### src/sv/fixed_width_bit_unpacker_assert.svh
// ----------------------------------------------------------------------------
// fixed_width_bit_unpacker_assert.svh
// assertion macros used by the unpacker back end
// ----------------------------------------------------------------------------
`ifndef FIXED_WIDTH_BIT_UNPACKER_ASSERT_SVH
`define FIXED_WIDTH_BIT_UNPACKER_ASSERT_SVH

// condition holds at every edge out of reset
`define FWBU_ASSERT_NOW(label, clk, rst_n, cond, msg) \
	label: assert property (@(posedge clk) disable iff (!rst_n) (cond)) else $error(msg);

// consequent holds in the same cycle as the antecedent
`define FWBU_ASSERT_IMP(label, clk, rst_n, ante, cons, msg) \
	label: assert property (@(posedge clk) disable iff (!rst_n) (ante) |-> (cons)) \
		else $error(msg);

// consequent holds in the cycle after the antecedent
`define FWBU_ASSERT_NXT(label, clk, rst_n, ante, cons, msg) \
	label: assert property (@(posedge clk) disable iff (!rst_n) (ante) |=> (cons)) \
		else $error(msg);

`endif

### src/sv/fwbu_pkg.sv
// ----------------------------------------------------------------------------
// fwbu_pkg
// types, codes and helpers of the fixed-width bit unpacker
// ----------------------------------------------------------------------------
package fwbu_pkg;

	localparam int VALUE_W     = 64;
	localparam int WIN_W       = 72;
	localparam int BPV_W       = 7;
	localparam int VC_W        = 24;
	localparam int CFG_W       = 24;
	localparam int REG_IDX_W   = 1;
	localparam int QUEUE_DEPTH = 2;
	localparam int QPTR_W      = $clog2(QUEUE_DEPTH);
	localparam int DRAIN_W     = 3;

	// operation codes on the input port
	localparam logic [1:0] OP_START = 2'd0;
	localparam logic [1:0] OP_DATA  = 2'd1;
	localparam logic [1:0] OP_PAD   = 2'd2;

	// register indexes
	localparam logic [REG_IDX_W-1:0] REG_BPV = 1'b0;
	localparam logic [REG_IDX_W-1:0] REG_VC  = 1'b1;

	localparam logic [BPV_W-1:0]   BPV_RESET = 7'd8;
	localparam logic [BPV_W-1:0]   WIDTH_MAX = 7'd64;
	localparam logic [BPV_W-1:0]   BYTE_BITS = 7'd8;
	localparam logic [DRAIN_W-1:0] DRAIN_LAST = 3'd7;

	typedef enum logic [1:0] {
		CMD_START = 2'd0,
		CMD_DATA  = 2'd1,
		CMD_PAD   = 2'd2
	} cmd_kind_t;

	typedef struct packed {
		cmd_kind_t  kind;
		logic [7:0] data_byte;
	} cmd_t;

	typedef struct packed {
		logic [VALUE_W-1:0] value;
		logic               padded;
		logic               last_value;
	} res_t;

	typedef struct packed {
		logic [BPV_W-1:0] bits_per_value;
		logic [VC_W-1:0]  value_count;
	} cfg_t;

	// low w bits set, all ones from 64 up
	function automatic logic [VALUE_W-1:0] width_mask(input logic [BPV_W-1:0] w);
		logic [VALUE_W-1:0] m;
		if (w >= WIDTH_MAX) begin
			m = '1;
		end else begin
			m = ~({VALUE_W{1'b1}} << w[5:0]);
		end
		return m;
	endfunction

endpackage

### src/sv/fwbu_fifo.sv
// ----------------------------------------------------------------------------
// fwbu_fifo
// two-entry queue with push/full and pop/empty handshakes
// ----------------------------------------------------------------------------
module fwbu_fifo
	import fwbu_pkg::*;
#(
	parameter int WIDTH = 8
) (
	input  logic             clk,
	input  logic             arst_n,
	input  logic             push,
	input  logic [WIDTH-1:0] wdata,
	output logic             full,
	input  logic             pop,
	output logic [WIDTH-1:0] rdata,
	output logic             empty
);

	logic [WIDTH-1:0]  mem_q [QUEUE_DEPTH];
	logic [QPTR_W-1:0] wr_ptr_q;
	logic [QPTR_W-1:0] rd_ptr_q;
	logic [QPTR_W:0]   count_q;
	logic              do_push;
	logic              do_pop;

	assign full    = (count_q == (QPTR_W+1)'(QUEUE_DEPTH));
	assign empty   = (count_q == '0);
	assign do_push = push && !full;
	assign do_pop  = pop && !empty;
	assign rdata   = mem_q[rd_ptr_q];

	always_ff @(posedge clk) begin
		if (do_push) begin
			mem_q[wr_ptr_q] <= wdata;
		end
	end

	always_ff @(posedge clk or negedge arst_n) begin
		if (!arst_n) begin
			wr_ptr_q <= '0;
			rd_ptr_q <= '0;
			count_q  <= '0;
		end else begin
			if (do_push) begin
				wr_ptr_q <= wr_ptr_q + 1'b1;
			end
			if (do_pop) begin
				rd_ptr_q <= rd_ptr_q + 1'b1;
			end
			if (do_push && !do_pop) begin
				count_q <= count_q + 1'b1;
			end else if (do_pop && !do_push) begin
				count_q <= count_q - 1'b1;
			end
		end
	end

endmodule

### src/sv/fwbu_front.sv
// ----------------------------------------------------------------------------
// fwbu_front
// input side: accepts operations and turns them into back-end commands
// ----------------------------------------------------------------------------
module fwbu_front
	import fwbu_pkg::*;
(
	input  logic       push,
	input  logic [1:0] operation,
	input  logic [7:0] data_byte,
	output logic       full,
	input  logic       q_full,
	output logic       q_push,
	output cmd_t       q_cmd
);

	logic keep;

	always_comb begin
		keep       = 1'b1;
		q_cmd.kind = CMD_START;
		unique case (operation)
			OP_START: q_cmd.kind = CMD_START;
			OP_DATA:  q_cmd.kind = CMD_DATA;
			OP_PAD:   q_cmd.kind = CMD_PAD;
			// unused code: the beat is taken and dropped
			default:  keep = 1'b0;
		endcase
	end

	assign q_cmd.data_byte = data_byte;
	assign full            = q_full;
	assign q_push          = push && !q_full && keep;

endmodule

### src/sv/fwbu_back.sv
// ----------------------------------------------------------------------------
// fwbu_back
// execution side: bit window, value extraction and field counting
// ----------------------------------------------------------------------------
`include "fixed_width_bit_unpacker_assert.svh"

module fwbu_back
	import fwbu_pkg::*;
#(
	parameter int COUNT_BITS = 24
) (
	input  logic clk,
	input  logic arst_n,
	input  cfg_t cfg,
	input  logic cmd_empty,
	input  cmd_t cmd,
	output logic cmd_pop,
	input  logic res_full,
	output logic res_push,
	output res_t res
);

	localparam int CW = (COUNT_BITS > VC_W) ? COUNT_BITS : VC_W;

	// held count gets one spare bit while a byte drains, cleared before the next byte
	logic [WIN_W-1:0]      win_q;
	logic [BPV_W:0]        held_q;
	logic [COUNT_BITS-1:0] emitted_q;
	logic                  draining_q;
	logic [DRAIN_W-1:0]    drain_cnt_q;

	logic [CW-1:0]         cnt_ext;
	logic [COUNT_BITS-1:0] cnt;
	logic [COUNT_BITS-1:0] emitted_inc;
	logic [BPV_W-1:0]      w;
	logic [BPV_W:0]        w_ext;
	logic [BPV_W:0]        held_base;
	logic [BPV_W:0]        pos;
	logic [WIN_W-1:0]      shifted;
	logic                  below;
	logic                  drain_go;

	logic [WIN_W-1:0]      win_d;
	logic [BPV_W:0]        held_d;
	logic [COUNT_BITS-1:0] emitted_d;
	logic                  draining_d;
	logic [DRAIN_W-1:0]    drain_cnt_d;

	assign cnt_ext     = CW'(cfg.value_count);
	assign cnt         = cnt_ext[COUNT_BITS-1:0];
	assign w           = (cfg.bits_per_value > WIDTH_MAX) ? WIDTH_MAX : cfg.bits_per_value;
	assign w_ext       = {1'b0, w};
	assign held_base   = {1'b0, held_q[BPV_W-1:0]};
	assign below       = (emitted_q < cnt);
	assign emitted_inc = emitted_q + 1'b1;
	assign pos         = held_q - w_ext;
	// positions past the low 64 bits see only the top byte, shifted by the low three bits
	assign shifted     = (pos >= {1'b0, WIDTH_MAX})
		? {{(WIN_W-8){1'b0}}, (win_q[WIN_W-1:VALUE_W] >> pos[2:0])}
		: (win_q >> pos[5:0]);
	assign drain_go    = draining_q && (held_q >= w_ext) && below;

	always_comb begin
		win_d       = win_q;
		held_d      = held_q;
		emitted_d   = emitted_q;
		draining_d  = draining_q;
		drain_cnt_d = drain_cnt_q;
		cmd_pop     = 1'b0;
		res_push    = 1'b0;
		res.value      = shifted[VALUE_W-1:0] & width_mask(w);
		res.padded     = 1'b0;
		res.last_value = (emitted_inc == cnt);

		if (drain_go) begin
			// one completed value per cycle while the result queue has room, oldest first
			if (!res_full) begin
				res_push    = 1'b1;
				held_d      = pos;
				emitted_d   = emitted_inc;
				drain_cnt_d = drain_cnt_q + 1'b1;
				if (drain_cnt_q == DRAIN_LAST) begin
					draining_d = 1'b0;
				end
			end
		end else begin
			draining_d = 1'b0;
			if (!cmd_empty) begin
				unique case (cmd.kind)
					CMD_START: begin
						cmd_pop   = 1'b1;
						win_d     = '0;
						held_d    = '0;
						emitted_d = '0;
					end
					CMD_PAD: begin
						if (!below) begin
							cmd_pop = 1'b1;
						end else if (!res_full) begin
							cmd_pop    = 1'b1;
							res_push   = 1'b1;
							res.value  = '0;
							res.padded = 1'b1;
							emitted_d  = emitted_inc;
						end
					end
					CMD_DATA: begin
						cmd_pop = 1'b1;
						if (below && (w != '0)) begin
							win_d       = {win_q[WIN_W-9:0], cmd.data_byte};
							held_d      = held_base + {1'b0, BYTE_BITS};
							draining_d  = 1'b1;
							drain_cnt_d = '0;
						end
					end
					default: begin
						cmd_pop = 1'b1;
					end
				endcase
			end
		end
	end

	always_ff @(posedge clk or negedge arst_n) begin
		if (!arst_n) begin
			win_q       <= '0;
			held_q      <= '0;
			emitted_q   <= '0;
			draining_q  <= 1'b0;
			drain_cnt_q <= '0;
		end else begin
			win_q       <= win_d;
			held_q      <= held_d;
			emitted_q   <= emitted_d;
			draining_q  <= draining_d;
			drain_cnt_q <= drain_cnt_d;
		end
	end

	`FWBU_ASSERT_IMP(a_no_emit_past_count, clk, arst_n, res_push, below, "value emitted past count")
	`FWBU_ASSERT_NXT(a_emit_counts, clk, arst_n, res_push, emitted_q == $past(emitted_inc), "emit count slip")
	`FWBU_ASSERT_NXT(a_drain_limit, clk, arst_n, res_push && !res.padded && (drain_cnt_q == DRAIN_LAST), !draining_q, "drain ran past eight beats")
	`FWBU_ASSERT_NXT(a_start_clears, clk, arst_n, cmd_pop && (cmd.kind == CMD_START), held_q == '0 && emitted_q == '0, "start did not clear state")

endmodule

### src/sv/fixed_width_bit_unpacker.sv
// A big-endian byte stream goes in as operations (start, data byte, pad) and
// unsigned values of bits_per_value bits (0..64) come out, up to value_count
// per field, the final one flagged by last_value. The input side takes one
// operation per cycle into a two-entry command queue while that queue is not
// full; the execution side then handles a start or a pad directly, and shifts
// a data byte into the 72-bit window before it extracts the values that the
// byte completes one at a time (at most eight, for width 1). The next command
// is not taken until that per-value extraction loop is done, so narrow values
// slow the byte rate. Results wait in a two-entry output queue. There is
// no clearing pass after reset.
// ----------------------------------------------------------------------------
// fixed_width_bit_unpacker
// top level: config registers, front end, command queue, back end, result queue
// ----------------------------------------------------------------------------
module fixed_width_bit_unpacker
	import fwbu_pkg::*;
#(
	parameter int COUNT_BITS = 24
) (
	input  logic                 clk,
	input  logic                 arst_n,
	input  logic                 wr_en,
	input  logic [REG_IDX_W-1:0] wr_index,
	input  logic [CFG_W-1:0]     wr_data,
	input  logic                 push,
	output logic                 full,
	input  logic [1:0]           operation,
	input  logic [7:0]           data_byte,
	output logic                 empty,
	input  logic                 pop,
	output logic [VALUE_W-1:0]   value,
	output logic                 padded,
	output logic                 last_value
);

	cfg_t cfg_q;
	logic cq_full;
	logic cq_push;
	cmd_t cq_in;
	logic cq_empty;
	logic cq_pop;
	cmd_t cq_out;
	logic rq_full;
	logic rq_push;
	res_t rq_in;
	res_t rq_out;

	always_ff @(posedge clk or negedge arst_n) begin
		if (!arst_n) begin
			cfg_q.bits_per_value <= BPV_RESET;
			cfg_q.value_count    <= '0;
		end else if (wr_en) begin
			unique case (wr_index)
				REG_BPV: cfg_q.bits_per_value <= wr_data[BPV_W-1:0];
				REG_VC:  cfg_q.value_count    <= wr_data[VC_W-1:0];
			endcase
		end
	end

	fwbu_front u_front (
		.push      (push),
		.operation (operation),
		.data_byte (data_byte),
		.full      (full),
		.q_full    (cq_full),
		.q_push    (cq_push),
		.q_cmd     (cq_in)
	);

	fwbu_fifo #(
		.WIDTH ($bits(cmd_t))
	) u_cmd_q (
		.clk    (clk),
		.arst_n (arst_n),
		.push   (cq_push),
		.wdata  (cq_in),
		.full   (cq_full),
		.pop    (cq_pop),
		.rdata  (cq_out),
		.empty  (cq_empty)
	);

	fwbu_back #(
		.COUNT_BITS (COUNT_BITS)
	) u_back (
		.clk       (clk),
		.arst_n    (arst_n),
		.cfg       (cfg_q),
		.cmd_empty (cq_empty),
		.cmd       (cq_out),
		.cmd_pop   (cq_pop),
		.res_full  (rq_full),
		.res_push  (rq_push),
		.res       (rq_in)
	);

	fwbu_fifo #(
		.WIDTH ($bits(res_t))
	) u_res_q (
		.clk    (clk),
		.arst_n (arst_n),
		.push   (rq_push),
		.wdata  (rq_in),
		.full   (rq_full),
		.pop    (pop),
		.rdata  (rq_out),
		.empty  (empty)
	);

	assign value      = rq_out.value;
	assign padded     = rq_out.padded;
	assign last_value = rq_out.last_value;

endmodule

### config.mk
export PLATFORM = sky130hd
export DESIGN_NAME = fixed_width_bit_unpacker
export DESIGN_NICKNAME = d
export VERILOG_FILES = /design/src/sv/fwbu_pkg.sv /design/src/sv/fwbu_fifo.sv /design/src/sv/fwbu_front.sv /design/src/sv/fwbu_back.sv /design/src/sv/fixed_width_bit_unpacker.sv
export VERILOG_INCLUDE_DIRS = /design/src /design/src/sv
export SDC_FILE = /design/constraint.sdc
export NUM_CORES = 1
export LEC_CHECK = 0
export ABC_AREA = 1
export BUFFER_PORTS_ARGS = -buffer_cell sky130_fd_sc_hd__buf_2
export CAP_MARGIN = 20
export CORE_AREA = 2 2 225 227
export CTS_CLUSTER_DIAMETER = 50
export DETAILED_ROUTE_END_ITERATION = 12
export DIE_AREA = 0 0 227 229
export PLACE_DENSITY = 0.63
export SKIP_LAST_GASP = 1
export SLEW_MARGIN = 10
export SYNTH_ARGS = -nofsm -noshare
export SYNTH_HDL_FRONTEND = slang
export SYNTH_SLANG_ARGS = --single-unit
### constraint.sdc
create_clock -name clk -period 13 [get_ports clk]
set_input_delay 1.3 -clock clk [delete_from_list [all_inputs] [get_ports clk]]
set_output_delay 1.3 -clock clk [all_outputs]
set_load 0.02 [all_outputs]
After elaboration in Yosys (flattened, before gate mapping)

Memory sizes are Yosys's and may differ from the RTL's.
Index checks and enable logic that the tools add are counted.

Register bits after elaboration: 147
Output and inout port bits: 68
Memory bits (writable): 152
Memories: 2
Word-level logic and storage cells: 145

Memories:

| name          | words | width | rd ports | clocked after Yosys merged registers in | wr ports | line            | source |
|---|---|---|---|---|---|---|---|
| u_res_q.mem_q | 2     | 66    | 1        | 0                                       | 1        | fwbu_fifo.sv:20 | `logic [WIDTH-1:0] mem_q [QUEUE_DEPTH];` |
| u_cmd_q.mem_q | 2     | 10    | 1        | 0                                       | 1        | fwbu_fifo.sv:20 |  |

Shifts and indexed selects: 3
Bitwise operators: 5
Reductions and logical operators: 41
Add/subtract/negate cells: 12
Equal/unequal tests: 14
$lt $le $gt $ge: 5
Muxes and demuxes: 50

Operators with widths:

| kind                                                                                | count |
|---|---|
| 65-bit two-way mux                                                                  | 5 |
| 72-bit case mux with 2 select lines                                                 | 1 |
| 64-bit two-way mux                                                                  | 2 |
| 24-bit two-way mux                                                                  | 4 |
| 72-bit two-way mux                                                                  | 1 |
| 72-bit by 6-bit >> shifter with 64-bit output                                       | 1 |
| 64-bit AND                                                                          | 1 |
| 64-bit inverter                                                                     | 1 |
| 64-bit by 6-bit << shifter with 64-bit output, first input constant                 | 1 |
| 24-bit case mux with 2 select lines                                                 | 1 |
| 8-bit two-way mux                                                                   | 4 |
| 24-bit by 1-bit adder with 24-bit output, second input constant                     | 1 |
| 24-bit == test                                                                      | 1 |
| 24-bit less-than comparator                                                         | 1 |
| 1-bit two-way mux                                                                   | 20 |
| 8-bit case mux with 2 select lines                                                  | 1 |
| 3-bit two-way mux                                                                   | 5 |
| 1-bit logical AND                                                                   | 13 |
| 4-bit AND reduction                                                                 | 3 |
| 2-bit nonzero test                                                                  | 5 |
| 7-bit by 4-bit adder with 8-bit output, second input constant                       | 1 |
| 2-bit == test, second input constant                                                | 4 |
| 8-bit by 7-bit greater-or-equal comparator with 1-bit output                        | 1 |
| 8-bit by 7-bit greater-or-equal comparator with 1-bit output, second input constant | 1 |
| 24 further kinds                                                                    | 51 |

Logic depth before layout (Yosys ltp)

Gate-level depths: netlist (run 1).

Depth after elaboration: 11
Depth in mapped cells: 22

By module

A second synthesis (run 1) with hierarchy kept.

Cell total of the unflattened synthesis: 2,807
Area, all modules: 19,628.8 µm²

Modules (own cells, without submodules):

| module                   | instances | cells each | sequential area each (µm²) | area an instance (µm²) |
|---|---|---|---|---|
| fwbu_back                | 1         | 2,192      | 2,702.6                    | 12,255.5 |
| fwbu_fifo (u_res_q)      | 1         | 377        | 4,063.9                    | 5,047.3 |
| fixed_width_bit_unpacker | 1         | 136        | 777.0                      | 1,265.0 |
| fwbu_fifo (u_cmd_q)      | 1         | 84         | 700.7                      | 957.2 |
| fwbu_front               | 1         | 18         | 0.0                        | 103.8 |

Worst setup path after synthesis (run 1)

No wires, ideal clock.

Kind: register to register
Start: register cfg_q[28] (netlist bit)
End: memory u_res_q.mem_q[1][0] (netlist bit) (enable)
Stages on the path, launching flop included: 21
Required time: 12,507 ps
Data arrival time: 5,015 ps
Period minus slack after synthesis: 5,508 ps
Path slack: 7,492 ps
Path through: dfrtp_1 -> clkbuf_1 -> nor2_1 -> nand3_1 -> nand2_1 -> inv_1 -> nor2_1 -> inv_1 -> ha_1 -> nand2_1 -> nor2_1 -> nand3_1 -> nand3_1 -> nand2_1 -> inv_2 -> nand3_4 -> inv_2 -> nand2_1 -> nand2_1 -> inv_1 -> nor2_1

Cells in the longest elaborated chain, start to end: 9

RTL lines:

| item                                                             | line                           | source |
|---|---|---|
| from (decl)                                                      | fixed_width_bit_unpacker.sv:36 | `cfg_t cfg_q;` |
| 7-bit > comparator                                               | fwbu_back.sv:51                | `assign w = (cfg.bits_per_value > WIDTH_MAX) ? WIDTH_MAX : cfg.bits_per_value;` |
| 7-bit two-way mux (*)                                            | fwbu_back.sv:51                |  |
| 8-bit by 7-bit greater-or-equal comparator with 1-bit output (*) | fwbu_back.sv:61                | `assign drain_go = draining_q && (held_q >= w_ext) && below;` |
| 1-bit logical AND (*) (2 in series)                              | fwbu_back.sv:61                |  |
| 1-bit two-way mux (*)                                            | fwbu_back.sv:75                | `if (drain_go) begin` |
| 1-bit logical AND (*)                                            | fwbu_fifo.sv:29                | `assign do_push = push && !full;` |
| via u_res_q.do_push                                              | fwbu_fifo.sv:24                | `logic do_push;` |
| 1-bit two-way mux (*)                                            | fwbu_fifo.sv:34                | `if (do_push) begin` |
| 1-bit two-way mux (implied by the code) (*)                      | fwbu_fifo.sv:35                | `mem_q[wr_ptr_q] <= wdata;` |
| to (decl)                                                        | fwbu_fifo.sv:20                |  |

Mark *: on every way through the listed nets, which the timed path passes. The rest lies on a longest branch.

Worst setup path in the final report (run 1)

Start: register cfg_q[28] (netlist bit)
End: memory u_res_q.mem_q[1][20] (netlist bit) (enable)

Same word-level chain as after synthesis.

==> results of run 1 <==
[cell usage in the layout, fill, tap and decap left out, drive strengths merged, types with 3 or more instances in the layout]
cell type and n:
nand2 1112, nand3 418, nor2 209, o21ai 177, inv 176, edfxtp 152
dfrtp 146, buf 134, a21oi 80, or2 50, clkbuf 46, ha 39
o211ai 30, xor2 19, clkinv 18, nor3 15, nand4 12, bufinv 4
xnor2 4, a21o 3, a22oi 3, a31oi 3, o22ai 3, clkinvlp 3
[per-layer routing]
metal  share of wire  GRT usage
met1            0.46      0.342
met2            0.45      0.372
met3           0.062     0.0325
met4           0.036     0.0891
met5               0          0
[critical path: stages (launching register included)]
cell and delay (ns):
dfrtp_1 0.47, nor2_1 0.13, nand3_1 0.08, nand2_1 0.09
inv_1 0.07, nor2_1 0.44, inv_1 0.25, ha_1 0.36
nand2_1 0.05, nor2_1 0.08, nand3_1 0.09, nand3_1 0.09
nand2_1 0.08, inv_2 0.08, nand3_4 0.35, inv_2 0.22
nand2_1 0.26, nand2_1 0.24, inv_1 0.13, nor2_4 0.09
buf_4 0.69
[cells by family after synthesis]
kind of cell    Yosys count  synth area share
compound gates          303            0.0832
xor+xnor                 24            0.0126
fa+ha+maj                40            0.0260
buf+inv                 324            0.0680
flops                   299             0.421
simple gates           1819             0.389
[state kept, by name, indices dropped and copies added (netlist names)]
register and flops:
cfg_q 31, u_back.drain_cnt_q 3, u_back.draining_q 1, u_back.emitted_q 24
u_back.held_q 8, u_back.win_q 72, u_cmd_q.count_q 2, u_cmd_q.mem_q 20
u_cmd_q.rd_ptr_q 1, u_cmd_q.wr_ptr_q 1, u_res_q.count_q 2, u_res_q.mem_q 132
u_res_q.rd_ptr_q 1, u_res_q.wr_ptr_q 1
[worst paths after layout]
kind | from | to | slack, ns | depth (start not counted)
setup / recovery | cfg_q[28] | u_res_q.mem_q[1][20] | 8.16 | 20
hold / removal | cfg_q[4] | cfg_q[4] | 0.48 | 2
setup reg to reg | cfg_q[28] | u_res_q.mem_q[1][20] | 8.16 | 20
hold reg to reg | cfg_q[4] | cfg_q[4] | 0.48 | 2
max in group asynchronous | arst_n | u_res_q.rd_ptr_q | 10.85 | 2
min in group asynchronous | arst_n | u_back.win_q[6] | 0.82 | 1
[per-stage QoR]
step | setup slack (ns) | hold WS (ns) | instances
2_1_floorplan | 7.49 | 0.449 | 2809
6_report | 8.16 | 0.483 | 3538
3_5_place_dp | 7.98 | 0.474 | 3464
3_3_place_gp | 8.05 | 0.470 | 3464
5_1_grt | 7.74 | 0.516 | 3538
4_1_cts | 7.95 | 0.490 | 3537
[final cells by class]
| cell class | instances | area [um^2] |
|---|---|---|
| tap | 672 | 841 |
| clock buffer | 46 | 1020 |
| multi-input combinational | 2186 | 10100 |
| fill | 5194 | 27800 |
| sequential | 299 | 8250 |
| timing repair buffer | 134 | 757 |
| clock inverter | 27 | 304 |
| inverter | 174 | 654 |
==> impl_metrics.toml, run 1 <==
[yosys]
synth_seq_cells = 299
yosys_warnings = 0
ys.flop_type = "edfxtp_1"
async_flop_share = 0.492
avgSynthCellArea_um2 = 6.97
synth_area_um2 = 19600
synth_cell_types = 49
synth_edf_count = 152
yosysTopAreaCellShare = 0.233
syn_nets = 2889
postSynthCellCount = 2809
yosysTopAreaCell = "edfxtp_1"
seq_area_frac_synth = 0.421
synth_most_common_cell = "nand2_1"
synthTopCellsByArea = "edfxtp_1, nand2_1, dfrtp_1, nand3_1, o21ai_0"
synthTopCellsByCount = "nand2_1, nand3_1, nor2_1"

[floorplanning]
fp-row-count = 82
initial_core_util = 0.394
die_w_um = 227
io_pins = 108
dieArea_um2 = 52000
die_h_um = 229
core-area_um2 = 49700

[clock_tree]
clk_path_buf_depth = 3
cts-hold-fix-buffers = 0
root_buffer = "clkbuf_16"
htreeDepth = 2
clock_latency_ns = 0.57
post_cts_buffers = 0
tritoncts = "built"
cts.clk_slew.worst_paths_ns = 0.06
cts_made_buffers = 40
cts_resized = 0
cts_sinks = 299

[place]
gp_congestion = 0.984
io_buffers = 107
place_area_um2 = 20600
dp_hpwl_mm = 45.2

[timing]
rsz0062_at_grt = "no"
fin_skew_ns = 0.0277
slew_violations = 0
fmax_ghz = 0.207
worst_pin_slew_ns = 0.971
relSlewSlack = 0.349
setup_viol_count_final = 0
period_share = 0.372
finalHoldViolCount = 0
finalSetupTns_ns = 0
finalCriticalPeriod_ns = 4.84

[route]
vias_per_cell = 5.36
drtIter0Drc = 1580
vias = 19000
dr.pass1.iters = 7
wire_per_inst_um = 17.7
finalWirelength_mm = 62.7
postRouteAntennaNets = 0
drc = 0

[grt]
antenna_found_initial = 0
grt_pass1_vias = 17600
grt_max_degree = 98
grt_overflow = 0
grt_usage = 0.240
grt_pass1_wl_mm = 98.0

[critical_path]
crit_required_ns = 13.17
critPathMaxFanout = 67
cp.arrival_ns = 5.01
worst-setup-path-type = "reg2reg"
worstSetupStartpointType = "register"
crit_path_end_kind = "register"

[cells_and_area]
drive_gt1_frac = 0.0984
diodes = 0
area_growth_syn_to_layout_pct = 11.9
stdcell_area_um2 = 21900
final_nets = 2915
final_util = 0.441

[outcome]
status = "finished clean"

[job]
maxCapViolCount = 0

[worst_hold_path]
hold_path.class = "reg2reg"
Power of run 1 is not shown: default switching activity piles up to over one toggle a cycle in this logic, so the estimate is an artifact.
==> inputs of run 2 (changes only) <==
PLACE_DENSITY = 0.65   (was 0.63)
clock period = 4.2 ns   (was 13 ns; I/O delays follow)
==> impl_metrics.toml, run 2 (synthesized netlist as in run 1, its figures left out) <==
[worst_hold_path]
hold_path.class = "in2reg"
holdPathEnd = "u_cmd_q.mem_q[0][5]"
hold_path_startpoint = "data_byte[5]"
whs_path_depth = 1

[route]
dr.pass1.iters = 6
drc = 0
postRouteAntennaNets = 0
vias = 18900
finalWirelength_mm = 65.0
drtIter0Drc = 1603
vias_per_cell = 5.29
wire_per_inst_um = 18.2

[clock_tree]
clock_latency_ns = 0.58
tritoncts = "built"
root_buffer = "clkbuf_16"
cts_made_buffers = 38
clk_path_buf_depth = 3
htreeDepth = 2
cts.clk_slew.worst_paths_ns = 0.06
cts_resized = 0
cts_sinks = 299

[floorplanning]
fp-row-count = 82
io_pins = 108
die_h_um = 229
die_w_um = 227
initial_core_util = 0.394
dieArea_um2 = 52000
core-area_um2 = 49700

[critical_path]
worstSetupStartpointType = "register"
critPathMaxFanout = 27
worst-setup-path-type = "reg2reg"
crit_path_end_kind = "register"
r2r_end = "u_res_q.mem_q[0][43]"
cp_common_cell = "nand2_1"
regToRegSetupSlack_ns = 0.31
cp.arrival_ns = 4.19
cp-startpoint = "cfg_q[24]"
reg2reg_from = "cfg_q[24]"
slowest_delay_ns = 0.44
slowest_stage = "dfrtp_1"
critPathTopFamily = "simple AND/OR/NAND/NOR gates"
crit_required_ns = 4.51
r2r_cells = 15
path_cells = "nor2_1 -> nand3_1 -> nand2_1 -> inv_1 -> nor2_1 -> inv_1 -> ha_1 -> or2_1 -> nand2_1 -> xor2_4 -> inv_2 -> buf_4 -> nand2_1 -> nand4_1 -> nor3_1"
path_buf_inv = 4

[timing]
setup_viol_count_final = 0
period_share = 0.926
finalHoldViolCount = 0
fmax_ghz = 0.257
rsz0062_at_grt = "no"
finalCriticalPeriod_ns = 3.89
fin_skew_ns = 0.0280
worst_pin_slew_ns = 0.872
relSlewSlack = 0.416
slew_violations = 0

[cells_and_area]
area_growth_syn_to_layout_pct = 14.0
top_regs = "u_res_q.mem_q (132), u_back.win_q (72), cfg_q (31)"
top_register = "u_res_q.mem_q"
stdcell_area_um2 = 22300
final_cell_mix = "nand2_1, nand3_1, nor2_1, o21ai_0, inv_1"
largest_reg_flops = 132
drive_gt1_frac = 0.109
fill_cells = 5237
final_common_cell = "nand2_1"
diodes = 0
final_nets = 2948

[place]
dp_hpwl_mm = 48.2
gp_congestion = 0.962
io_buffers = 107
place_area_um2 = 21000

[grt]
grt_usage = 0.250
grt_pass1_vias = 17700
grt_pass1_wl_mm = 101
grt_max_degree = 79
grt_overflow = 0
antenna_found_initial = 0

[job]
maxCapViolCount = 0

[outcome]
status = "finished clean"
## run 2: cell count changes in the layout (fill, tap and decap cells not counted), moves of 2 or more
cell	delta
buf_12	+15
inv_6	-2
clkinv_1	-4
clkinv_2	+4
buf_4	+19
## run 2: worst reg2reg max path, stage by stage, from the launching register on
cell     delay (ns)
dfrtp_1        0.44
nor2_1         0.17
nand3_1        0.08
nand2_1        0.08
inv_1          0.06
nor2_1         0.29
inv_1          0.19
ha_1           0.34
or2_1          0.25
nand2_1        0.18
xor2_4         0.21
inv_2          0.28
buf_4          0.31
nand2_1        0.14
nand4_1        0.19
nor3_1         0.41
## run 2: worst max-delay path by stage
| stage | end | depth (start not counted) |
|---|---|---|
| after floorplan | u_res_q.mem_q[1][0] | 20 |
| after global placement | u_res_q.mem_q[1][3] | 17 |
| after detailed placement | u_res_q.mem_q[1][3] | 17 |
| after CTS | u_res_q.mem_q[1][34] | 17 |
| after global routing | u_res_q.mem_q[0][34] | 17 |
| final | u_res_q.mem_q[0][43] | 15 |
## run 2: area by class of cell
type	instances	area [um^2]	area share
Inverter	174	654	0.0293
Clock inverter	24	283	0.0127
Timing Repair Buffer	169	1210	0.0542
Multi-Input combinational cell	2186	10100	0.451
Sequential cell	299	8250	0.369
Tap cell	672	841	0.0377
Clock buffer	45	1010	0.0452
## run 2: per-stage QoR
step | setup slack, ns | std cells | setup TNS, ns | hold WS, ns | utilization
floorplan | -0.175 | 2809 | -21.82 | 0.124 | -
global placement | 0.464 | 3497 | 0 | 0.469 | 0.423
detailed placement | 0.393 | 3497 | 0 | 0.466 | 0.423
CTS | 0.366 | 3567 | 0 | 0.0324 | 0.449
global route | 0.0507 | 3569 | 0 | 0.0398 | 0.449
finish | 0.313 | 3569 | 0 | 0.0633 | 0.449
## run 2: layer usage
| layer | up-vias | global-route usage | share of wire |
|---|---|---|---|
| li1 | 9298 | - | - |
| met1 | 8919 | 0.351 | 0.46 |
| met2 | 566 | 0.389 | 0.45 |
| met3 | 104 | 0.0376 | 0.055 |
| met4 | 0 | 0.0921 | 0.038 |
| met5 | - | 0 | 0 |
## run 2: repair_timing
action | 4_1_cts | 5_1_grt
setup buffers | 0 | 2
hold endpoints to repair | 72 | 0
hold buffers | 1 | 0
setup endpoints to repair | 0 | 24
Power of run 2 is left out for the same reason.
==> inputs of run 3 (changes only) <==
ABC_CLOCK_PERIOD_IN_PS = 4200   (was not set)
CORE_AREA = 2 2 190 192   (was 2 2 225 227)
DIE_AREA = 0 0 192 194   (was 0 0 227 229)
PLACE_DENSITY = 0.84   (was 0.65)
==> impl_metrics.toml, run 3 (synthesized netlist as in run 1, its figures left out) <==
[outcome]
status = "finished clean"

[worst_hold_path]
hold_path.class = "in2reg"
whs_path_depth = 1
holdPathEnd = "u_cmd_q.mem_q[1][6]"
hold_path_startpoint = "data_byte[6]"

[timing]
relSlewSlack = 0.435
setup_viol_count_final = 0
worst_pin_slew_ns = 0.844
finalHoldViolCount = 0
whs_ns = 0.0922
slew_violations = 0
fin_skew_ns = 0.0240
rsz0062_at_grt = "no"
period_share = 0.910
fmax_ghz = 0.262
finalCriticalPeriod_ns = 3.82

[route]
finalWirelength_mm = 62.5
drtIter0Drc = 2394
vias_per_cell = 5.82
wire_per_inst_um = 18.6
postRouteAntennaNets = 0
vias = 19500
drc = 0
dr.pass1.iters = 6

[critical_path]
slowest_delay_ns = 0.45
cp.arrival_ns = 4.12
path_cells = "nor2_1 -> nand3_1 -> nand2_1 -> inv_1 -> nor2_1 -> inv_1 -> ha_1 -> nand3_1 -> nand2_2 -> xor2_4 -> buf_4 -> nand2_1 -> nand3_1 -> nand2_1 -> nand2_1 -> nand2_1 -> nor3_1"
worstSetupStartpointType = "register"
slowest_stage = "buf_4"
worst-setup-path-type = "reg2reg"
crit_path_end_kind = "register"
r2r_cells = 17
cp_common_cell = "nand2_1"
regToRegSetupSlack_ns = 0.38
reg2reg_from = "cfg_q[24]"
critPathTopFamily = "simple AND/OR/NAND/NOR gates"
r2r_end = "u_res_q.mem_q[0][40]"
path_buf_inv = 3
critPathMaxFanout = 40
crit_required_ns = 4.50

[clock_tree]
clk_path_buf_depth = 3
tritoncts = "built"
root_buffer = "clkbuf_16"
clock_latency_ns = 0.53
cts_made_buffers = 34
htreeDepth = 2
cts.clk_slew.worst_paths_ns = 0.06
cts_sinks = 299

[floorplanning]
fp-row-count = 69
dieArea_um2 = 37200
die_h_um = 194
initial_core_util = 0.556
io_pins = 108
core-area_um2 = 35200
die_w_um = 192

[cells_and_area]
area_growth_syn_to_layout_pct = 11.3
largest_reg_flops = 132
top_regs = "u_res_q.mem_q (132), u_back.win_q (72), cfg_q (31)"
drive_gt1_frac = 0.105
final_nets = 2946
seq_area_um2 = 8250
multiInputGateArea_um2 = 10100
top_register = "u_res_q.mem_q"
final_common_cell = "nand2_1"
fill_cells = 3212
diodes = 0
final_cell_mix = "nand2_1, nand3_1, nor2_1, o21ai_0, inv_1"

[place]
io_buffers = 107
gp_congestion = 1.00
dp_hpwl_mm = 45.9

[grt]
grt_overflow = 0
antenna_found_initial = 1
grt_pass1_vias = 18200
grt_pass1_wl_mm = 98.6
grt_usage = 0.337
grt_max_degree = 86

[job]
maxCapViolCount = 0
run 3: changes by cell type in the layout (fill, tap and decap cells not counted), sizes merged:
| cell | before | now |
|---|---|---|
| clkbuf | 45 | 47 |
| buf | 168 | 169 |
| clkinvlp | 3 | 1 |
| clkinv | 19 | 12 |
| xnor2 | 4 | 5 |
| inv | 172 | 171 |
| bufinv | 4 | 2 |
run 3: what timing repair did:
| action | in CTS | in global routing |
|---|---|---|
| hold buffers | 1 | 0 |
| resized for setup | 0 | 2 |
| setup buffers | 0 | 4 |
| hold endpoints to repair | 62 | 0 |
| endpoints found under the setup margin | 0 | 95 |
run 3: how the worst max path moves through the flow:
stage / start / endpoint / slack, ns / depth (start not counted)
6_report: cfg_q[24] / u_res_q.mem_q[0][40] / 0.38 / 17
4_1_cts: cfg_q[24] / u_res_q.mem_q[1][48] / 0.35 / 20
3_3_place_gp: cfg_q[28] / u_res_q.mem_q[1][49] / 0.48 / 20
2_1_floorplan: cfg_q[28] / u_res_q.mem_q[1][0] / -0.17 / 20
3_5_place_dp: cfg_q[24] / u_res_q.mem_q[1][65] / 0.39 / 20
5_1_grt: cfg_q[24] / u_res_q.mem_q[0][40] / 0.06 / 19
run 3: stage by stage:
stage	instances	setup TNS [ns]	cell area [um^2]	util	setup slack, ns
global placement	3285	0	20700	0.587	0.477
finish	3350	0	21800	0.618	0.378
CTS	3345	0	21700	0.617	0.351
floorplan	2809	-21.82	19600	-	-0.175
global route	3350	0	21800	0.618	0.0603
detailed placement	3285	0	20700	0.587	0.387
run 3: cell type report:
type                            count  area share
Multi-Input combinational cell   2187       0.463
Sequential cell                   299       0.379
Timing Repair Buffer              170      0.0542
Clock buffer                       47      0.0413
Inverter                          174      0.0300
Tap cell                          461      0.0265
Clock inverter                     12     0.00597
run 3: layer usage:
metal,vias to the layer above,track usage,share of wire
met5,-,0,0.00029
met4,2,0.112,0.036
met3,126,0.0545,0.088
met2,910,0.540,0.46
met1,9166,0.468,0.41
li1,9302,-,-
run 3: worst reg2reg max path: stages, from the launching register on:
cell,delay (ns)
dfrtp_1,0.44
nor2_1,0.17
nand3_1,0.08
nand2_1,0.09
inv_1,0.07
nor2_1,0.25
inv_1,0.18
ha_1,0.34
nand3_1,0.09
nand2_2,0.25
xor2_4,0.38
buf_4,0.45
nand2_1,0.16
nand3_1,0.13
nand2_1,0.07
nand2_1,0.10
nand2_1,0.07
nor3_1,0.27
Power of run 3 is left out for the same reason.
